[src/design/ptint_pkg.sv]
// Shared constants, types and codes of the threshold interpolator.
package ptint_pkg;

	localparam int TABLE_ENTRIES = 100;
	localparam int IDX_W         = $clog2(TABLE_ENTRIES);
	localparam int SLOT_W        = $clog2(TABLE_ENTRIES + 1);
	localparam int DATA_W        = 24;
	localparam int KIDX_W        = 7;
	localparam int POD_W         = 15;
	localparam int FRAC_BITS     = 8;
	localparam int SUM_W         = (SLOT_W + FRAC_BITS + 1 > POD_W) ?
	                               SLOT_W + FRAC_BITS + 1 : POD_W;

	localparam logic [POD_W-1:0] POD_ZERO = 15'd0;
	localparam logic [POD_W-1:0] POD_ONE  = 15'd256;
	localparam logic [POD_W-1:0] POD_TOP  = 15'd25574;
	localparam int               POD_MAX  = (TABLE_ENTRIES * 256 > 32767) ?
	                                        32767 : TABLE_ENTRIES * 256;

	typedef enum logic [1:0] {
		OP_WRITE,
		OP_QUERY,
		OP_SKIP
	} op_t;

	typedef struct packed {
		op_t                      op;
		logic [IDX_W-1:0]         addr;
		logic signed [DATA_W-1:0] value;
	} cmd_t;

	typedef enum logic [3:0] {
		ST_IDLE,
		ST_FIRST,
		ST_LAST,
		ST_PROBE,
		ST_CMP,
		ST_RDHI,
		ST_RDLO,
		ST_PREP,
		ST_DIV,
		ST_DONE
	} st_t;

endpackage

[src/design/pod_threshold_interpolator.sv]
// Top level: margin in dB to probability of detection, by table search and interpolation.
//
// Use: items enter through push/full; kind 0 writes one threshold entry
// (entry_index, entry_value), kind 1 asks for the detection probability of
// margin_db. Writes give no result; each query gives one pod_percent item
// (percent, 8 fraction bits) on the result side, read with empty/pop.
// Entries with entry_index at or beyond the table size are dropped. The
// table must be loaded, ascending, before a query reads it.
//
// Flow: a write is retired by the back end in the cycle it is taken, so
// writes stream at one per cycle while the back end is idle. A query
// settled by the first or last entry goes from ST_FIRST and ST_LAST
// straight to ST_DONE; one that needs the full search runs six or seven
// binary search steps (ST_PROBE, ST_CMP; one table read port with
// registered data), fetches the bracketing entries (ST_RDHI, ST_RDLO,
// ST_PREP), where needed runs the bit-serial divider for the fraction
// (ST_DIV) and hands the result over in ST_DONE. The back end works on one
// item at a time, so it takes no new item until the last result is handed over.
//
// Reset clears both queues and the sequencer; the table is not cleared.
// When pop is held low, the two-entry result queue fills, the back end
// waits with its finished result, then the command queue fills and full rises.
module pod_threshold_interpolator import ptint_pkg::*; (
	input  logic                     clk,
	input  logic                     arst_n,
	input  logic                     push,
	output logic                     full,
	input  logic                     kind,
	input  logic [KIDX_W-1:0]        entry_index,
	input  logic signed [DATA_W-1:0] entry_value,
	input  logic signed [DATA_W-1:0] margin_db,
	output logic                     empty,
	input  logic                     pop,
	output logic [POD_W-1:0]         pod_percent
);

	logic             cmd_valid;
	cmd_t             cmd;
	logic             cmd_pop;
	logic             res_full;
	logic             res_push;
	logic [POD_W-1:0] res_data;

	// front: classify and queue incoming items
	ptint_front u_front (
		.clk         (clk),
		.arst_n      (arst_n),
		.push        (push),
		.full        (full),
		.kind        (kind),
		.entry_index (entry_index),
		.entry_value (entry_value),
		.margin_db   (margin_db),
		.cmd_valid   (cmd_valid),
		.cmd         (cmd),
		.cmd_pop     (cmd_pop)
	);

	// back: table writes, search and interpolation
	ptint_back u_back (
		.clk       (clk),
		.arst_n    (arst_n),
		.cmd_valid (cmd_valid),
		.cmd       (cmd),
		.cmd_pop   (cmd_pop),
		.res_full  (res_full),
		.res_push  (res_push),
		.res_data  (res_data)
	);

	// finished results wait here for the receiver
	ptint_rq u_rq (
		.clk         (clk),
		.arst_n      (arst_n),
		.res_push    (res_push),
		.res_data    (res_data),
		.res_full    (res_full),
		.empty       (empty),
		.pop         (pop),
		.pod_percent (pod_percent)
	);

endmodule

[src/design/ptint_front.sv]
// Front end: takes items, classifies them and holds them in a two-entry command queue.
module ptint_front import ptint_pkg::*; (
	input  logic                     clk,
	input  logic                     arst_n,
	input  logic                     push,
	output logic                     full,
	input  logic                     kind,
	input  logic [KIDX_W-1:0]        entry_index,
	input  logic signed [DATA_W-1:0] entry_value,
	input  logic signed [DATA_W-1:0] margin_db,
	output logic                     cmd_valid,
	output cmd_t                     cmd,
	input  logic                     cmd_pop
);

	cmd_t       ent_q [2];
	logic       wr_ptr_q;
	logic       rd_ptr_q;
	logic [1:0] cnt_q;
	cmd_t       cls;
	logic       do_push;
	logic       do_pop;

	// classify: queries carry the margin, out-of-range writes are dropped
	always_comb begin
		cls.addr  = IDX_W'(entry_index);
		cls.value = kind ? margin_db : entry_value;
		if (kind) begin
			cls.op = OP_QUERY;
		end else if (int'(entry_index) < TABLE_ENTRIES) begin
			cls.op = OP_WRITE;
		end else begin
			cls.op = OP_SKIP;
		end
	end

	assign full      = (cnt_q == 2'd2);
	assign cmd_valid = (cnt_q != 2'd0);
	assign cmd       = ent_q[rd_ptr_q];
	assign do_push   = push && !full;
	assign do_pop    = cmd_pop && cmd_valid;

	always_ff @(posedge clk) begin
		if (do_push) begin
			ent_q[wr_ptr_q] <= cls;
		end
	end

	always_ff @(posedge clk or negedge arst_n) begin
		if (!arst_n) begin
			wr_ptr_q <= 1'b0;
			rd_ptr_q <= 1'b0;
			cnt_q    <= 2'd0;
		end else begin
			if (do_push) begin
				wr_ptr_q <= !wr_ptr_q;
			end
			if (do_pop) begin
				rd_ptr_q <= !rd_ptr_q;
			end
			case ({do_push, do_pop})
				2'b10:   cnt_q <= cnt_q + 2'd1;
				2'b01:   cnt_q <= cnt_q - 2'd1;
				default: cnt_q <= cnt_q;
			endcase
		end
	end

endmodule

[src/design/ptint_rq.sv]
// Two-entry result queue feeding the result ports.
module ptint_rq import ptint_pkg::*; (
	input  logic             clk,
	input  logic             arst_n,
	input  logic             res_push,
	input  logic [POD_W-1:0] res_data,
	output logic             res_full,
	output logic             empty,
	input  logic             pop,
	output logic [POD_W-1:0] pod_percent
);

	logic [POD_W-1:0] ent_q [2];
	logic             wr_ptr_q;
	logic             rd_ptr_q;
	logic [1:0]       cnt_q;
	logic             do_push;
	logic             do_pop;

	assign res_full    = (cnt_q == 2'd2);
	assign empty       = (cnt_q == 2'd0);
	assign pod_percent = ent_q[rd_ptr_q];
	assign do_push     = res_push && !res_full;
	assign do_pop      = pop && !empty;

	always_ff @(posedge clk) begin
		if (do_push) begin
			ent_q[wr_ptr_q] <= res_data;
		end
	end

	always_ff @(posedge clk or negedge arst_n) begin
		if (!arst_n) begin
			wr_ptr_q <= 1'b0;
			rd_ptr_q <= 1'b0;
			cnt_q    <= 2'd0;
		end else begin
			if (do_push) begin
				wr_ptr_q <= !wr_ptr_q;
			end
			if (do_pop) begin
				rd_ptr_q <= !rd_ptr_q;
			end
			case ({do_push, do_pop})
				2'b10:   cnt_q <= cnt_q + 2'd1;
				2'b01:   cnt_q <= cnt_q - 2'd1;
				default: cnt_q <= cnt_q;
			endcase
		end
	end

endmodule

[src/design/ptint_back.sv]
// Back end: threshold table, binary search sequencer and serial fraction divider.
module ptint_back import ptint_pkg::*; (
	input  logic             clk,
	input  logic             arst_n,
	input  logic             cmd_valid,
	input  cmd_t             cmd,
	output logic             cmd_pop,
	input  logic             res_full,
	output logic             res_push,
	output logic [POD_W-1:0] res_data
);

	localparam logic [IDX_W-1:0] LAST_IDX = IDX_W'(TABLE_ENTRIES - 1);

	logic signed [DATA_W-1:0] mem [TABLE_ENTRIES];
	logic signed [DATA_W-1:0] rd_data_q;
	logic [IDX_W-1:0]         rd_addr;
	logic                     mem_we;

	st_t                      state_q, state_d;
	logic signed [DATA_W-1:0] margin_q;
	logic signed [DATA_W-1:0] hi_q;
	logic                     below_q;
	logic                     eq0_q;
	logic [SLOT_W-1:0]        first_q, first_d;
	logic [SLOT_W-1:0]        count_q, count_d;
	logic [DATA_W-1:0]        rem_q, rem_d;
	logic [DATA_W-1:0]        den_q;
	logic [FRAC_BITS-1:0]     quo_q, quo_d;
	logic [2:0]               bit_cnt_q;
	logic [POD_W-1:0]         res_q, res_d;
	logic                     res_ld;
	logic                     div_start;

	logic [SLOT_W-1:0]        half;
	logic [SLOT_W-1:0]        probe;
	logic signed [DATA_W:0]   num_w;
	logic signed [DATA_W:0]   den_w;
	logic [DATA_W:0]          shifted;
	logic [DATA_W:0]          trial;
	logic                     take;

	function automatic logic [POD_W-1:0] pod_of(input logic [SLOT_W-1:0] slot,
	                                            input logic [FRAC_BITS:0] frac);
		logic [SUM_W-1:0] s;
		s = (SUM_W'(slot) << FRAC_BITS) + SUM_W'(frac);
		return s[POD_W-1:0];
	endfunction

	assign half    = count_q >> 1;
	assign probe   = first_q + half;
	assign num_w   = {margin_q[DATA_W-1], margin_q} - {rd_data_q[DATA_W-1], rd_data_q};
	assign den_w   = {hi_q[DATA_W-1], hi_q} - {rd_data_q[DATA_W-1], rd_data_q};
	assign shifted = {rem_q, 1'b0};
	assign trial   = shifted - {1'b0, den_q};
	assign take    = (shifted >= {1'b0, den_q});
	assign rem_d   = take ? trial[DATA_W-1:0] : shifted[DATA_W-1:0];
	assign quo_d   = {quo_q[FRAC_BITS-2:0], take};
	assign res_data = res_q;

	// table: one write port, one registered read port
	always_ff @(posedge clk) begin
		if (mem_we) begin
			mem[cmd.addr] <= cmd.value;
		end
		rd_data_q <= mem[rd_addr];
	end

	always_comb begin
		state_d   = state_q;
		cmd_pop   = 1'b0;
		mem_we    = 1'b0;
		rd_addr   = '0;
		first_d   = first_q;
		count_d   = count_q;
		res_ld    = 1'b0;
		res_d     = res_q;
		res_push  = 1'b0;
		div_start = 1'b0;
		case (state_q)
			ST_IDLE: begin
				if (cmd_valid) begin
					cmd_pop = 1'b1;
					case (cmd.op)
						OP_WRITE: mem_we = 1'b1;
						OP_QUERY: state_d = ST_FIRST;
						default:  mem_we = 1'b0;
					endcase
				end
			end
			ST_FIRST: begin
				rd_addr = LAST_IDX;
				state_d = ST_LAST;
			end
			ST_LAST: begin
				// early outcomes from the first and last entries
				if (below_q) begin
					res_ld  = 1'b1;
					res_d   = POD_ZERO;
					state_d = ST_DONE;
				end else if (eq0_q) begin
					res_ld  = 1'b1;
					res_d   = POD_ONE;
					state_d = ST_DONE;
				end else if (margin_q >= rd_data_q) begin
					res_ld  = 1'b1;
					res_d   = POD_TOP;
					state_d = ST_DONE;
				end else begin
					first_d = '0;
					count_d = SLOT_W'(TABLE_ENTRIES);
					state_d = ST_PROBE;
				end
			end
			ST_PROBE: begin
				rd_addr = probe[IDX_W-1:0];
				state_d = ST_CMP;
			end
			ST_CMP: begin
				if (rd_data_q < margin_q) begin
					first_d = probe + SLOT_W'(1);
					count_d = count_q - half - SLOT_W'(1);
				end else begin
					count_d = half;
				end
				state_d = (count_d == '0) ? ST_RDHI : ST_PROBE;
			end
			ST_RDHI: begin
				if (first_q == '0) begin
					res_ld  = 1'b1;
					res_d   = POD_ZERO;
					state_d = ST_DONE;
				end else if (int'(first_q) >= TABLE_ENTRIES) begin
					res_ld  = 1'b1;
					res_d   = POD_TOP;
					state_d = ST_DONE;
				end else begin
					rd_addr = first_q[IDX_W-1:0];
					state_d = ST_RDLO;
				end
			end
			ST_RDLO: begin
				rd_addr = IDX_W'(first_q - SLOT_W'(1));
				state_d = ST_PREP;
			end
			ST_PREP: begin
				// rd_data_q holds the entry below, hi_q the entry found
				if (!(den_w > 0 && num_w > 0)) begin
					res_ld  = 1'b1;
					res_d   = pod_of(first_q, '0);
					state_d = ST_DONE;
				end else if (num_w >= den_w) begin
					res_ld  = 1'b1;
					res_d   = pod_of(first_q, (FRAC_BITS+1)'(256));
					state_d = ST_DONE;
				end else begin
					div_start = 1'b1;
					state_d   = ST_DIV;
				end
			end
			ST_DIV: begin
				if (bit_cnt_q == 3'd7) begin
					res_ld  = 1'b1;
					res_d   = pod_of(first_q, {1'b0, quo_d});
					state_d = ST_DONE;
				end
			end
			ST_DONE: begin
				if (!res_full) begin
					res_push = 1'b1;
					state_d  = ST_IDLE;
				end
			end
			default: state_d = ST_IDLE;
		endcase
	end

	always_ff @(posedge clk or negedge arst_n) begin
		if (!arst_n) begin
			state_q <= ST_IDLE;
		end else begin
			state_q <= state_d;
		end
	end

	always_ff @(posedge clk) begin
		first_q <= first_d;
		count_q <= count_d;
		if (res_ld) begin
			res_q <= res_d;
		end
		if (state_q == ST_IDLE) begin
			margin_q <= cmd.value;
		end
		if (state_q == ST_FIRST) begin
			below_q <= (margin_q > 24'sd0) || (margin_q < rd_data_q);
			eq0_q   <= (margin_q == rd_data_q);
		end
		if (state_q == ST_RDLO) begin
			hi_q <= rd_data_q;
		end
		if (div_start) begin
			rem_q     <= num_w[DATA_W-1:0];
			den_q     <= den_w[DATA_W-1:0];
			quo_q     <= '0;
			bit_cnt_q <= 3'd0;
		end else if (state_q == ST_DIV) begin
			rem_q     <= rem_d;
			quo_q     <= quo_d;
			bit_cnt_q <= bit_cnt_q + 3'd1;
		end
	end

endmodule

[config.mk]
export PLATFORM = sky130hd
export DESIGN_NAME = pod_threshold_interpolator
export DESIGN_NICKNAME = d
export VERILOG_FILES = /design/src/design/ptint_pkg.sv /design/src/design/pod_threshold_interpolator.sv /design/src/design/ptint_front.sv /design/src/design/ptint_rq.sv /design/src/design/ptint_back.sv
export SDC_FILE = /design/constraint.sdc
export NUM_CORES = 2
export LEC_CHECK = 0
export BUFFER_PORTS_ARGS = -buffer_cell sky130_fd_sc_hd__clkbuf_2
export CORE_ASPECT_RATIO = 0.8
export CORE_MARGIN = 2
export CORE_UTILIZATION = 45
export CTS_CLUSTER_SIZE = 8
export DETAILED_ROUTE_END_ITERATION = 8
export HOLD_SLACK_MARGIN = 0.1
export PLACE_DENSITY = 0.69
export SYNTH_ARGS = -nofsm -noshare
export SYNTH_HDL_FRONTEND = slang
export SYNTH_SLANG_ARGS = --single-unit
export TNS_END_PERCENT = 100
[constraint.sdc]
create_clock -name clk -period 5.7 [get_ports clk]
set_input_delay 0.57 -clock clk [delete_from_list [all_inputs] [get_ports clk]]
set_output_delay 0.57 -clock clk [all_outputs]
set_load 0.005 [all_outputs]
== Yosys cells after proc, flatten, opt, wreduce, memory -nomap -nowiden ==
Memories as Yosys holds them, arrays and structs flattened. A register that Yosys moved wholly into a read port is not among the register bits.
Index checks and enable logic that the tools add are counted.

* Bitwise logic cells: 0
* Equal/unequal tests: 29
* Shift operators: 0
* Reduce and logical (&&, ||, !) cells: 28
* $lt $le $gt $ge: 10
* Multipliers: 0
* Add/sub/neg operators: 15
* Div/mod/pow operators: 0
* Mux-type cells: 69

{| class="wikitable"
|+ Operators by type and width
! operator !! number
|-
| $mux 15 || 8
|-
| $mux 24 || 4
|-
| $mux 7 || 11
|-
| $pmux 15 s4 || 1
|-
| $gt 25x1->1 const B || 2
|-
| $sub 24x24->25 || 2
|-
| $lt 24x24->1 || 2
|-
| $mux 4 || 10
|-
| $pmux 4 s10 || 1
|-
| $pmux 7 s2 || 2
|-
| $pmux 7 s4 || 1
|-
| $ge 25x24->1 || 1
|-
| $ge 25x25->1 || 1
|-
| $mux 1 || 25
|-
| $eq 24x24->1 || 1
|-
| $ge 24x24->1 || 1
|-
| $gt 24x1->1 const B || 1
|-
| $sub 24x24->24 || 1
|-
| $eq 4x3->1 const B || 4
|-
| $add 15x8->15 || 1
|-
| $add 15x9->15 const B || 1
|-
| $logic_not 7->1 || 2
|-
| $sub 7x1->7 const B || 2
|-
| $ne 2x2->1 const B || 6
|-
| 32 further kinds || 60
|}

* Bits in read-only memories: 0
* Output and inout bits: 17
* RAM bits: 2496
* Flip-flop bits (word level): 149
* Bits in latches: 0
* Logic and storage cells: 172
* Input bits: 60
* Memories: 3

{| class="wikitable"
|+ Memory list
! name !! depth !! bits a word !! rd ports !! clocked after Yosys merged registers in !! write ports !! RTL line !! RTL
|-
| u_back.mem || 100 || 24 || 1 || 1 || 1 || ptint_back.sv:15 || <nowiki>logic signed [DATA_W-1:0] mem [TABLE_ENTRIES];</nowiki>
|-
| u_front.ent_q || 2 || 33 || 1 || 0 || 1 || ptint_front.sv:16 || <nowiki>cmd_t ent_q [2];</nowiki>
|-
| u_rq.ent_q || 2 || 15 || 1 || 0 || 1 || ptint_rq.sv:13 || <nowiki>logic [POD_W-1:0] ent_q [2];</nowiki>
|}

== Longest topological paths before layout ==
* Depth after elaboration: 7
* Mapped depth: 22
* Gate-level depth less buffers: 21

== Cells and area by module ==
From an unflattened synthesis, not the netlist that was laid out.

* Cell total of the unflattened synthesis: 7061
* Area, all modules: 108803.1 um2

{| class="wikitable"
|+ Modules (own cells, without submodules)
! module !! cells each !! area each (um2) !! seq. area each (um2) !! instances
|-
| ptint_back || 6845 || 104565.3 || 76663.5 || 1
|-
| ptint_front || 151 || 2915.3 || 2082.0 || 1
|-
| ptint_rq || 65 || 1322.5 || 1001.0 || 1
|}

== Worst setup path before layout ==
OpenSTA, ideal clock, no wires.

* Path type: register to register
* Start: register u_back.hi_q[0]
* End: register u_back.rem_q[0] (enable)
* Clock period less this slack: 5.846 ns
* Path slack: -0.146 ns
* Stages on the path, launching flop included: 19
* Setup time: 0.438 ns
* Path buffers: 0
* Data required time: 5.262 ns
* Arrival time: 5.407 ns
* Cell sequence: edfxtp_1 -> inv_1 -> ha_1 -> inv_1 -> fa_1 -> a211oi_1 -> o21ba_2 -> o31ai_2 -> or3_1 -> a31oi_2 -> o21ai_2 -> xnor2_1 -> ha_1 -> nand3_1 -> nor4_1 -> a221oi_1 -> a221oi_1 -> o32a_1 -> o21ai_0

* Cells in the longest elaborated chain, start to end: 6
* Elaborated cells between the ends (all ways): 8

{| class="wikitable"
|+ RTL lines
! item !! RTL line !! RTL
|-
| from (decl) || ptint_back.sv:22 || <nowiki>logic signed [DATA_W-1:0] hi_q;</nowiki>
|-
| from (signal assigned) || ptint_back.sv:200 || <nowiki>hi_q <= rd_data_q;</nowiki>
|-
| $sub 24x24->25 (*) || ptint_back.sv:53 || <nowiki>assign den_w = {hi_q[DATA_W-1], hi_q} - {rd_data_q[DATA_W-1], rd_data_q};</nowiki>
|-
| $ge 25x25->1 / $gt 25x1->1 (equally long branches) || ptint_back.sv:152, ptint_back.sv:148 ||
|-
| $mux 1 / $logic_and 1x1->1 (equally long branches) || ptint_back.sv:152, ptint_back.sv:148 ||
|-
| $mux 1 (*) || ptint_back.sv:148 || <nowiki>if (!(den_w > 0 && num_w > 0)) begin</nowiki>
|-
| $mux 1 (*) || ptint_back.sv:80 || <nowiki>case (state_q)</nowiki>
|-
| $reduce_bool 2->1 (no source line) (*) || -- ||
|-
| to (signal assigned) || ptint_back.sv:203 || <nowiki>rem_q <= num_w[DATA_W-1:0];</nowiki>
|-
| to (signal assigned) || ptint_back.sv:208 || <nowiki>rem_q <= rem_d;</nowiki>
|-
| to (decl) || ptint_back.sv:27 || <nowiki>logic [DATA_W-1:0] rem_q, rem_d;</nowiki>
|}

Every way passes the cells marked *; elsewhere a longest branch is shown, timed or not.
A chain may end at the register's enable or synchronous reset.

== Worst setup path in the final report ==
* Start: register u_back.hi_q[0]
* End: register u_back.rem_q[1], data pin

* Cells in the longest elaborated chain, start to end: 6
* Elaborated cells between the ends (all ways): 8

{| class="wikitable"
|+ RTL lines
! item !! RTL line !! RTL
|-
| $sub 24x24->25 (*) || ptint_back.sv:53 ||
|-
| $ge 25x25->1 / $gt 25x1->1 (equally long branches) || ptint_back.sv:152, ptint_back.sv:148 ||
|-
| $mux 1 / $logic_and 1x1->1 (equally long branches) || ptint_back.sv:152, ptint_back.sv:148 ||
|-
| $mux 1 (*) || ptint_back.sv:148 ||
|-
| $mux 1 (*) || ptint_back.sv:80 ||
|-
| $mux 24 (*) || ptint_back.sv:202 || <nowiki>if (div_start) begin</nowiki>
|}

Marked as above.

==> flow_summary.json <==
{
  "cts_sinks": 2669,
  "finish.utilization_pct": 52.2,
  "synthTopCellsByArea": "edfxtp_1 71%, nand2_1 8.3%, nand3_1 4.7%, ha_1 1.3%, and3_1 1.1%",
  "min_path_type": "in2reg",
  "numCtsBuffers": 376,
  "power.switching_w": 0.0294,
  "drc": 0,
  "fin_skew_ns": 0.109,
  "grt_pass1_wl_um": 471000,
  "period_share_pct": 94.8,
  "clock_latency_ns": 0.92,
  "final_hold_viol_count": 0,
  "syn_to_final_growth_pct": 15.1,
  "p_clk_share_pct": 26.5,
  "syn_nets": 8955,
  "status": "complete, no violations",
  "fp.dieArea_mm2": 0.250,
  "crit_required_ns": 6.27,
  "drive_gt1_share_pct": 11.7,
  "clk_pin_slew_ns": 0.05,
  "synth_common_cells": "2623 x edfxtp_1, 2464 x nand2_1, 1037 x nand3_1, 273 x clkbuf_1, 242 x nor2_1",
  "num_io_pins": 77,
  "synth_enable_flop_cells": 2623,
  "ys_seq_elements": 2669,
  "netlist_area_mm2": 0.111,
  "p_per_area_mw_per_mm2": 584,
  "start_kind": "flop",
  "vdd_ir_drop_max_mv": 0.367,
  "clock.fmax_mhz": 185,
  "die_y_um": 448,
  "start_util_pct": 45.4,
  "worstSetupStartpoint": "u_back.hi_q[0]$_DFFE_PN_",
  "switching_share_pct": 39.4,
  "grt_start_max_net_pins": 109,
  "setup_viol": 0,
  "crit_path_max_fanout": 42,
  "slew_headroom_pct": 18.5,
  "post_drt_wl_per_cell_um": 25.7,
  "place_congestion": 0.900,
  "ff2ff_setup_slack_ns": 0.30,
  "yosys_warnings": 0,
  "row_count": 162,
  "grt.overflow.total": 0,
  "port_buffers": 76,
  "fin_total_pwr_w": 0.0745,
  "vias": 75200,
  "leakage_nw": 44.6,
  "die_width_um": 559,
  "dpl.hpwl_um": 188000,
  "clock_path_buffers": 4,
  "vias_per_cell": 6.03,
  "dr.pass1.iters": 6,
  "timing.rr.start": "u_back.hi_q[0]$_DFFE_PN_",
  "cts-htree-levels": 5,
  "async_flop_share_pct": 0.450,
  "p_int_w": 0.0451,
  "worstMarginPinSlew_ns": 1.22,
  "yosys.area.top_type": "edfxtp_1",
  "worstSetupPathType": "reg2reg",
  "yosysSeqAreaShare_pct": 71.9,
  "min_from": "pop",
  "core_area_mm2": 0.244,
  "postRouteAntennaNets": 0,
  "cp-end-kind": "flop",
  "p_comb_share_pct": 39.7,
  "root_buffer": "clkbuf_16",
  "ys.flop_type": "edfxtp_1",
  "p_seq_share_pct": 33.8,
  "cts_tree": "built",
  "cp.arrival_ns": 5.97,
  "antenna_found_initial": 13,
  "synth_top_cell_area_share_pct": 71.1,
  "synth.distinct_cells": 90,
  "drt_iter0_drc": 10600,
  "nNetsFinal": 9283,
  "period_minus_slack_ns": 5.40,
  "drt_wl_total_um": 321000,
  "synthMostInstantiatedCell": "edfxtp_1",
  "syn-instance-count": 8775,
  "grt_pass1_vias": 72300,
  "maxCapViolations": 0,
  "syn_avg_cell_area_um2": 12.6,
  "grt_usage_pct": 25.0,
  "rsz0062_at_grt": "false",
  "drv_slew": 0
}
==> logic make-up after synthesis <==
family / Yosys count / share of synthesized area [%]
flops: 2669 / 71.9
xor+xnor: 79 / 0.631
fa+ha+maj: 120 / 1.39
buf+inv: 655 / 2.43
simple gates: 4173 / 16.3
mux: 147 / 1.55
compound gates: 932 / 5.76
==> per-stage QoR <==
stage	cell area [um2]	setup WS, ns	setup TNS (ns)	std cells	hold WS (ns)
finish	128000	0.297	0	12500	0.153
detailed placement	117000	-0.0903	-1.34	11900	0.415
global route	128000	0.0195	0	12500	0.166
floorplan	111000	0.188	0	8775	0.274
CTS	128000	0.224	0	12500	0.114
global placement	117000	-0.0530	-0.786	11900	0.417
==> layer usage <==
metal,track usage (%),share of wire [%],vias to the layer above
met5,0,0.0022,-
li1,-,-,32800
met1,35.4,40,37200
met2,38.4,45,4580
met3,5.27,11,640
met4,9.07,3.7,2
==> power groups by stage <==
stage	clock, W	sequential [W]	combinational, W
after floorplan	0	0.0253	0.0167
after global placement	0	0.0255	0.0283
after detailed placement	0	0.0255	0.0288
after CTS	0.0199	0.0252	0.0290
after global routing	0.0207	0.0252	0.0316
final	0.0197	0.0252	0.0296
==> layout make-up <==
| cell class | instances | area (um2) |
|---|---|---|
| fillers | 19800 | 117000 |
| flip-flops and latches | 2669 | 79700 |
| multi-input cells | 5451 | 28900 |
| clock buffers | 443 | 9810 |
| repair buffers | 479 | 4220 |
| well taps | 3280 | 4100 |
| inverters | 126 | 473 |
| clock inverters | 18 | 302 |
| diodes | 2 | 5.00 |
==> layout by cell type, fill, tap and decap left out, drive strengths merged, types with 9 or more instances in the layout <==
| master | count |
|---|---|
| edfxtp | 2623 |
| nand2 | 2464 |
| nand3 | 1039 |
| clkbuf | 519 |
| buf | 346 |
| nor2 | 242 |
| a21oi | 213 |
| and3 | 201 |
| a31oi | 178 |
| inv | 135 |
| a311oi | 123 |
| ha | 115 |
| o21ai | 107 |
| mux2 | 98 |
| nand4 | 71 |
| dlygate4sd3 | 57 |
| o211ai | 56 |
| xnor2 | 47 |
| mux2i | 43 |
| nor4 | 38 |
| o2111ai | 35 |
| dfxtp | 34 |
| a211oi | 33 |
| xor2 | 32 |
| nor3 | 32 |
| a21o | 29 |
| a221oi | 22 |
| nor2b | 20 |
| o21a | 20 |
| nand2b | 17 |
| o22ai | 17 |
| o21bai | 14 |
| and2 | 13 |
| a32oi | 12 |
| dfrtp | 12 |
| or3 | 9 |
==> worst max-delay path, stage by stage (launching register included) <==
cell and delay [ns]:
edfxtp_1 0.36, inv_1 0.08, ha_1 0.18, inv_1 0.07
fa_1 0.44, a211oi_2 0.27, o21ba_2 0.23, o31ai_2 0.11
or3_1 0.42, a31oi_2 0.41, o21ai_2 0.12, xnor2_1 0.21
ha_1 0.28, nand3_1 0.14, nor4_1 0.08, a221oi_1 0.25
a221oi_1 0.13, o32a_1 0.41, nor3_4 0.23, buf_12 0.29
mux2_2 0.37
==> final timing paths <==
kind | to | depth (start not counted)
setup / recovery | u_back.rem_q[1]$_DFFE_PP_ | 20
hold / removal | u_rq.rd_ptr_q$_DFFE_PN0P_ | 3
setup reg to reg | u_back.rem_q[1]$_DFFE_PP_ | 20
hold reg to reg | u_back.hi_q[6]$_DFFE_PN_ | 0
max in group asynchronous | u_front.rd_ptr_q$_DFFE_PN0P_ | 2
min in group asynchronous | u_front.wr_ptr_q$_DFFE_PN0P_ | 2
==> registers in the layout, indices dropped and copies added, names as in the netlist, 7 cells and up <==
signal and flops:
u_back.rem_q 24, u_back.rd_data_q 24, u_rq.ent_q 30, u_back.den_q 24, u_back.res_data 15, u_back.first_q 7
u_back.mem 2400, u_front.ent_q 66, u_back.margin_q 24, u_back.quo_q 7, u_back.count_q 7, u_back.hi_q 24
==> what timing repair did <==
action,in CTS,in global routing
pin swaps,0,1
hold endpoints to repair,75,0
setup endpoints to repair,15,56
setup buffers,0,2
hold buffers,57,0
resized for setup,1,3
(Power assumes the default switching activity.)
